<file path="src/hw/rtl/tac_pkg.sv">
// ----------------------------------------------------------------------------
// tac_pkg - shared types and codes for the tiny accumulator machine
// Instruction and function codes, and the packed transaction types of both
// channels.
// ----------------------------------------------------------------------------
`default_nettype none

package tac_pkg;

	localparam int MEM_WORDS = 16;
	localparam int ADDR_W    = $clog2(MEM_WORDS);

	// function codes of an input transaction
	localparam logic [1:0] FUNC_LOAD    = 2'd0;
	localparam logic [1:0] FUNC_EXEC    = 2'd1;
	localparam logic [1:0] FUNC_RESTART = 2'd2;

	// opcodes (top nibble of an instruction byte)
	localparam logic [3:0] OP_NOP = 4'd0;
	localparam logic [3:0] OP_LDA = 4'd1;
	localparam logic [3:0] OP_ADD = 4'd2;
	localparam logic [3:0] OP_SUB = 4'd3;
	localparam logic [3:0] OP_STA = 4'd4;
	localparam logic [3:0] OP_LDI = 4'd5;
	localparam logic [3:0] OP_JMP = 4'd6;
	localparam logic [3:0] OP_JC  = 4'd7;
	localparam logic [3:0] OP_JZ  = 4'd8;
	localparam logic [3:0] OP_OUT = 4'd14;
	localparam logic [3:0] OP_HLT = 4'd15;

	typedef struct packed {
		logic [1:0] func;
		logic [3:0] load_addr;
		logic [7:0] load_data;
	} in_item_t;

	typedef struct packed {
		logic [7:0] acc_value;
		logic [7:0] b_value;
		logic [3:0] prog_counter;
		logic       zero_flag;
		logic       carry_flag;
		logic       halted;
		logic       out_valid;
		logic [7:0] out_value;
	} out_item_t;

endpackage

`default_nettype wire

</file>
<file path="src/hw/rtl/tiny_accumulator_cpu_step.sv">
// ----------------------------------------------------------------------------
// tiny_accumulator_cpu_step - one step of an 8-bit accumulator machine
// Loads a memory byte, restarts the machine or runs one instruction for each
// input transaction, and returns the machine state after it.
// ----------------------------------------------------------------------------
// Each input is registered in the input stage, then in the result register.
// Throughput: 1 transaction per cycle while out_stall is low; fetch, operand
//   read and execute run in one pass over the 16-byte flip-flop memory between input and result regs.
// Reset: arst_n clears the pipeline valids, registers, flags, pc and memory.
`default_nettype none

module tiny_accumulator_cpu_step import tac_pkg::*; (
	input  wire logic      clk,
	input  wire logic      arst_n,
	input  wire logic      in_valid,
	output logic           in_stall,
	input  wire in_item_t  in_item,
	output logic           out_valid,
	input  wire logic      out_stall,
	output out_item_t      out_item
);

	logic              valid_s1;
	in_item_t          item_s1;
	logic              res_valid_q;
	out_item_t         res_q;

	logic [7:0]        mem_q [MEM_WORDS];
	logic [7:0]        acc_q;
	logic [7:0]        b_q;
	logic [ADDR_W-1:0] pc_q;
	logic              zero_q;
	logic              carry_q;
	logic              halt_q;

	logic              advance;
	logic [7:0]        word;
	logic [3:0]        op;
	logic [ADDR_W-1:0] arg;
	logic [7:0]        mv;
	logic [7:0]        rhs;
	logic              cin;
	logic [8:0]        sum;
	logic [7:0]        acc_d;
	logic [7:0]        b_d;
	logic [ADDR_W-1:0] pc_d;
	logic              zero_d;
	logic              carry_d;
	logic              halt_d;
	logic              shown;
	logic              jump;
	logic              mem_we;
	logic [ADDR_W-1:0] mem_wa;
	logic [7:0]        mem_wd;

	// the result stage moves on when it is empty or its transaction leaves
	assign advance  = !res_valid_q || !out_stall;
	assign in_stall = valid_s1 && !advance;

	always_ff @(posedge clk or negedge arst_n) begin
		if (!arst_n) begin
			valid_s1 <= 1'b0;
		end else if (!in_stall) begin
			valid_s1 <= in_valid;
		end
	end

	always_ff @(posedge clk) begin
		if (!in_stall && in_valid) begin
			item_s1 <= in_item;
		end
	end

	// fetch and operand read
	assign word = mem_q[pc_q];
	assign op   = word[7:4];
	assign arg  = word[ADDR_W-1:0];
	assign mv   = mem_q[arg];
	assign rhs  = (op == OP_SUB) ? ~mv : mv;
	assign cin  = (op == OP_SUB);
	assign sum  = {1'b0, acc_q} + {1'b0, rhs} + {8'd0, cin};

	always_comb begin
		acc_d   = acc_q;
		b_d     = b_q;
		pc_d    = pc_q;
		zero_d  = zero_q;
		carry_d = carry_q;
		halt_d  = halt_q;
		shown   = 1'b0;
		jump    = 1'b0;
		mem_we  = 1'b0;
		mem_wa  = item_s1.load_addr[ADDR_W-1:0];
		mem_wd  = item_s1.load_data;
		priority if (item_s1.func == FUNC_LOAD) begin
			mem_we = 1'b1;
		end else if (item_s1.func == FUNC_RESTART) begin
			acc_d   = 8'd0;
			b_d     = 8'd0;
			pc_d    = '0;
			zero_d  = 1'b0;
			carry_d = 1'b0;
			halt_d  = 1'b0;
		end else if (item_s1.func == FUNC_EXEC && !halt_q) begin
			unique case (op)
				OP_LDA: begin
					acc_d  = mv;
					zero_d = (mv == 8'd0);
				end
				OP_ADD, OP_SUB: begin
					b_d     = mv;
					acc_d   = sum[7:0];
					carry_d = sum[8];
					zero_d  = (sum[7:0] == 8'd0);
				end
				OP_STA: begin
					mem_we = 1'b1;
					mem_wa = arg;
					mem_wd = acc_q;
				end
				OP_LDI: begin
					acc_d  = {4'd0, word[3:0]};
					zero_d = (word[3:0] == 4'd0);
				end
				OP_JMP:  jump = 1'b1;
				OP_JC:   jump = carry_q;
				OP_JZ:   jump = zero_q;
				OP_OUT:  shown = 1'b1;
				OP_HLT:  halt_d = 1'b1;
				default: ;
			endcase
			pc_d = jump ? arg : pc_q + ADDR_W'(1);
		end else begin
			// unused function code: hold everything
		end
	end

	always_ff @(posedge clk or negedge arst_n) begin
		if (!arst_n) begin
			acc_q   <= 8'd0;
			b_q     <= 8'd0;
			pc_q    <= '0;
			zero_q  <= 1'b0;
			carry_q <= 1'b0;
			halt_q  <= 1'b0;
			for (int i = 0; i < MEM_WORDS; i++) begin
				mem_q[i] <= 8'd0;
			end
		end else if (valid_s1 && advance) begin
			acc_q   <= acc_d;
			b_q     <= b_d;
			pc_q    <= pc_d;
			zero_q  <= zero_d;
			carry_q <= carry_d;
			halt_q  <= halt_d;
			if (mem_we) begin
				mem_q[mem_wa] <= mem_wd;
			end
		end
	end

	always_ff @(posedge clk or negedge arst_n) begin
		if (!arst_n) begin
			res_valid_q <= 1'b0;
		end else if (advance) begin
			res_valid_q <= valid_s1;
		end
	end

	always_ff @(posedge clk) begin
		if (advance && valid_s1) begin
			res_q.acc_value    <= acc_d;
			res_q.b_value      <= b_d;
			res_q.prog_counter <= pc_d;
			res_q.zero_flag    <= zero_d;
			res_q.carry_flag   <= carry_d;
			res_q.halted       <= halt_d;
			res_q.out_valid    <= shown;
			res_q.out_value    <= shown ? acc_q : 8'd0;
		end
	end

	assign out_valid = res_valid_q;
	assign out_item  = res_q;

	// stall only ever holds a transaction that is waiting in the input stage
	a_stall_holds: assert property (@(posedge clk) disable iff (!arst_n)
		in_stall |-> valid_s1)
		else $error("input stall raised with an empty input stage");

	// executing while halted leaves the machine untouched
	a_halt_freeze: assert property (@(posedge clk) disable iff (!arst_n)
		(valid_s1 && advance && halt_q && item_s1.func == FUNC_EXEC)
		|=> ($stable(pc_q) && $stable(acc_q) && $stable(b_q) && halt_q))
		else $error("machine state changed while halted");

	// restart clears registers, pc and halt
	a_restart_clear: assert property (@(posedge clk) disable iff (!arst_n)
		(valid_s1 && advance && item_s1.func == FUNC_RESTART)
		|=> (acc_q == 8'd0 && b_q == 8'd0 && pc_q == '0 && !halt_q))
		else $error("restart did not clear the machine");

	// an out step shows A, which it does not change
	a_out_shows_acc: assert property (@(posedge clk) disable iff (!arst_n)
		(res_valid_q && res_q.out_valid) |-> (res_q.out_value == res_q.acc_value))
		else $error("shown value differs from register A");

endmodule

`default_nettype wire

</file>
<file path="config.mk">
export PLATFORM = sky130hd
export DESIGN_NAME = tiny_accumulator_cpu_step
export DESIGN_NICKNAME = d
export VERILOG_FILES = /design/src/hw/rtl/tac_pkg.sv /design/src/hw/rtl/tiny_accumulator_cpu_step.sv
export SDC_FILE = /design/constraint.sdc
export NUM_CORES = 1
export LEC_CHECK = 0
export CAP_MARGIN = 20
export CELL_PAD_IN_SITES_DETAIL_PLACEMENT = 2
export CELL_PAD_IN_SITES_GLOBAL_PLACEMENT = 2
export CORE_MARGIN = 1.5
export CORE_UTILIZATION = 46
export CTS_CLUSTER_DIAMETER = 120
export CTS_CLUSTER_SIZE = 8
export DETAILED_ROUTE_END_ITERATION = 7
export DONT_BUFFER_PORTS = 1
export PLACE_DENSITY = 0.83
export RECOVER_POWER = 50
export REMOVE_ABC_BUFFERS = 1
export SLEW_MARGIN = 0
export SYNTH_ARGS = -nofsm -noshare
export SYNTH_HDL_FRONTEND = slang
export SYNTH_SLANG_ARGS = --single-unit
</file>
<file path="constraint.sdc">
create_clock -name clk -period 7.66 [get_ports clk]
set_clock_uncertainty 0.2 [all_clocks]
set_input_delay 0.383 -clock clk [delete_from_list [all_inputs] [get_ports clk]]
set_output_delay 0.383 -clock clk [all_outputs]
set_load 0.01 [all_outputs]
</file>
==> impl_summary.md <==
Run status
The run finished, with violations left. The final reports fail on max-capacitance violations, max-slew violations.

Drt
The first routing iteration left 576 violations. After detailed routing, the average wire length per cell comes to 28.7 um. The first-pass iteration count of the detailed router is 7. In the routed layout, each cell is associated on average with a via count of 6.53.

The routed layout has ~8500 vias. The total routed wirelength is 37.5 mm. The number of design rule violations left after detail routing is 0. The post-detailed-route count of antenna-violating nets is 0.

Power and ir drop
The power density relative to cell area is 543 mW/mm^2. Across the VDD grid, the largest voltage drop is 0.172 mV. For this design the total switching power over the nets is 3.08 mW. Per report_power, the clock group accounts for between 10% and 20% of the total.

Internal power comes to 3.25 mW. After layout, the design draws a total of 6.33 mW. The part of the power in registers is between 20% and 30%. The leakage power is 4.94 nW. The part of the power in combinational logic is 57.0%. The fraction of power spent switching nets is 48.6%.

STA
The tightest slew margin relative to the limit is -168%. The minimum period implied by the final worst setup slack is approximately 6400 ps. The final worst-path setup slack is around 1300 ps.

Setup repair after global routing left no endpoint under its margin. At the pin with the least slew margin, the transition time is 4020 ps. The aggregate negative setup slack is 0 ps.

The number of endpoints failing setup at the final stage is 0. The highest achievable clock rate is 0.156 GHz. The final count of hold timing violations is 0. The number of slew-limit violations in the final report is ~150.

Of the available clock period, the critical path in the final layout requires 83.6%. Final hold analysis gives a worst-case slack of ~320 ps.

Cells and area
The multi-input gate area in the final layout is 0.00509 mm^2. The utilization after layout is about half. The finished cells cover roughly 0.012 mm^2. The total inserted antenna cells is 0. Summing all flip-flop and latch instances after layout gives around 0.0052 mm^2.

The area overhead of the layout relative to synthesis is 9.12%. The number of filler instances in the final layout is 2273. The final instance count without filler cells is 1305.

The layout net count is 1035. The post-route netlist has 11.9% of its cells at a drive strength greater than 1.

Yosys
The cell count after synthesis came out at 1019. The synthesized design contains 46 enable-type register cells. Of all flip-flops after synthesis, the portion carrying an async set or reset was 76.9%. The synthesized design spends more area on one cell type than any other, namely sky130_fd_sc_hd__dfrtp_1. In the post-synthesis netlist, the biggest area contributors are sky130_fd_sc_hd__dfrtp_1 36%, sky130_fd_sc_hd__edfxtp_1 13%, sky130_fd_sc_hd__mux2i_1 8.1%. The synthesized area per cell is 10.5 um^2. Synthesis inferred 199 register bits. The synthesized netlist contains 67 unique library cells. In the synthesized netlist the dominant register cell turns out to be sky130_fd_sc_hd__dfrtp_1.

The sequential cell area fraction in the yosys report is 48.7%. The Yosys warning count is 0. The synthesized netlist occupies a cell area of 0.0107 mm^2. The share of Yosys cell area claimed by the top area cell type is a little over a third.

Worst setup path
The highest net fanout along the worst path is 20. Counting cells, the worst reg-to-reg path comes to 18. The type of destination of the critical path is a flip-flop.

The data arrival time of the critical path is 6410 ps. Data on the critical path is required at its endpoint by 7670 ps. The path type of the worst setup path is reg2reg.

The element type at the critical path start is a flip-flop.

Floorplan
Measured along the x axis, the die boundary spans 155 um. The height of the die is between 150 and 200 um. The floorplan step defined a die boundary enclosing 0.0242 mm^2.

The region available for standard cell placement spans approximately 0.023 mm^2. The floorplan has between 50 and 60 rows. The count of boundary I/O pins is 52. The starting density of the core is 47.1%.

Clocking
The cell chosen for the clock root is sky130_fd_sc_hd__clkbuf_16. The CTS buffer count is 17. The number of clock sinks seen by CTS is 199. The number of buffers on the longest clock path is 2. The clock tree from TritonCTS is built.

The number of setup buffers added after CTS is 0. After clock tree synthesis, the clock-pin slew on the worst setup and hold paths is about 90 ps. The number of H-tree levels is 4. The later pin in the worst-skew pair is clocked with a latency of around 460 ps.

Global route
The number of antenna violations at the first check in global routing is 1. The largest net degree at the start of global routing is ~150. The residual overflow from global routing is 0.

Global routing used 32.8% of the available tracks across all layers. The first global-routing pass estimated 58.6 mm of wire. The via count of the first global-routing pass is ~9400.

Placement
Summed over all nets, the half-perimeter wirelength after detailed placement is 24.3 mm. The number of placed instances, taps included is between 1000 and 1500. The pre-CTS setup slack is 1590 ps. At the end of routability-driven placement, the weighted congestion stood at 0.876. The cell area after placement is between 0.01 and 0.015 mm^2. The count of input and output buffers is 0.

Min path
The kind of path behind the tightest hold check is reg2reg. The worst hold path passes through 2 cells.

Job
Across the run, the number of max-cap violations was 1.
==> worst max-delay path, cell delays in order, from the launching register on <==
cell and delay [ps]:
sky130_fd_sc_hd__dfrtp_2 370, sky130_fd_sc_hd__buf_4 340, sky130_fd_sc_hd__mux4_2 600, sky130_fd_sc_hd__a22oi_2 390, sky130_fd_sc_hd__nand2_2 490, sky130_fd_sc_hd__nor2_1 510
sky130_fd_sc_hd__a22oi_1 160, sky130_fd_sc_hd__and3_1 250, sky130_fd_sc_hd__a211oi_2 640, sky130_fd_sc_hd__xnor2_1 190, sky130_fd_sc_hd__ha_1 450, sky130_fd_sc_hd__a21o_1 230
sky130_fd_sc_hd__a21oi_1 90, sky130_fd_sc_hd__o21bai_1 310, sky130_fd_sc_hd__nor3b_1 120, sky130_fd_sc_hd__a31oi_1 210, sky130_fd_sc_hd__nand4_1 180, sky130_fd_sc_hd__nor3b_1 200
sky130_fd_sc_hd__nand3b_1 160
==> layout make-up <==
| class | count | area share, % |
|---|---|---|
| Timing Repair Buffer | 39 | 2.91 |
| Inverter | 14 | 0.451 |
| Clock inverter | 14 | 1.48 |
| Sequential cell | 199 | 44.7 |
| Clock buffer | 18 | 3.77 |
| Tap cell | 285 | 3.06 |
| Multi-Input combinational cell | 736 | 43.7 |
==> layout by cell type, fill, tap and decap left out, types with 12 or more instances in the layout <==
cell,count
sky130_fd_sc_hd__nand2_1,173
sky130_fd_sc_hd__dfrtp_1,152
sky130_fd_sc_hd__o21ai_0,115
sky130_fd_sc_hd__mux2i_1,84
sky130_fd_sc_hd__nor2_1,68
sky130_fd_sc_hd__a21oi_1,65
sky130_fd_sc_hd__edfxtp_1,46
sky130_fd_sc_hd__mux4_2,37
sky130_fd_sc_hd__buf_4,19
sky130_fd_sc_hd__dlygate4sd3_1,18
sky130_fd_sc_hd__clkbuf_16,17
sky130_fd_sc_hd__and2_1,14
sky130_fd_sc_hd__a22o_1,14
sky130_fd_sc_hd__nand3_1,14
sky130_fd_sc_hd__inv_1,13
sky130_fd_sc_hd__a22oi_1,12
sky130_fd_sc_hd__mux2_2,12
==> state kept, by name, summed over array words and instances (netlist names) <==
name	count
acc_q	8
b_q	8
carry_q	1
halt_q	1
item_s1	14
mem_q	128
out_item	32
out_valid	1
pc_q	4
valid_s1	1
zero_q	1
==> power groups by stage <==
stage | sequential [mW] | combinational, mW | clock, mW
2_1_floorplan | 1.68 | 2.46 | 0
3_3_place_gp | 1.75 | 3.20 | 0
3_5_place_dp | 1.77 | 3.40 | 0
4_1_cts | 1.77 | 3.54 | 0.965
5_1_grt | 1.81 | 3.86 | 0.994
6_report | 1.77 | 3.61 | 0.952
==> worst paths after layout <==
path / from / endpoint / slack, ps
max: pc_q[0] / out_item[11] / 1260
max in group asynchronous: arst_n / pc_q[0] / 2990
min: mem_q[69] / mem_q[69] / 320
min in group asynchronous: arst_n / mem_q[114] / 1660
min reg2reg: mem_q[69] / mem_q[69] / 320
max reg2reg: pc_q[0] / out_item[11] / 1260
==> metal layers <==
metal	global-route usage (%)	routed length [um]	share of wire (%)
met1	42.4	15900	43
met4	15.4	1670	4.4
met3	5.15	1530	4.1
met5	0	0	0
met2	54.2	18300	49
==> synthesized netlist by cell type (all sizes together), types with 2 or more instances <==
master   count
and2        15
nand2b       5
mux4        37
and4b        2
ha           9
edfxtp      46
nor3         3
o221ai       2
a21oi       66
o22a         2
a211oi       5
a21o         7
o211ai       2
mux2i       88
a31oi        3
inv         13
and3         9
nor2b        7
nor3b        4
o31ai        2
a221oi       6
a22oi       14
o21bai       3
buf         30
nand2      175
a22o        14
dfrtp      153
xor2         4
clkbuf      40
nand3b       2
a32o         4
xnor2        9
o2111ai      3
nor2        69
nand3       14
or3          2
mux2        13
nor4         4
o21ai      119
nand4        4
==> cell families (layout without fill, tap and decap cells) <==
| kind of cell | after synthesis | in the layout | share of synthesized area [%] |
|---|---|---|---|
| multiplexers | 138 | 138 | 17.6 |
| AO/OA/AOI/OAI | 257 | 257 | 14.5 |
| XOR/XNOR | 13 | 13 | 1.07 |
| AND/OR/NAND/NOR | 318 | 318 | 13.1 |
| flip-flops | 199 | 199 | 48.7 |
| buffers and inverters | 84 | 85 | 3.73 |
| adder cells (fa/ha/maj) | 10 | 10 | 1.24 |
==> timing repair <==
item,4_1_cts,5_1_grt
hold buffers,19,0
hold endpoints to repair,169,0
resized for setup,0,0
Note: power is estimated with default switching activity, not from simulation.
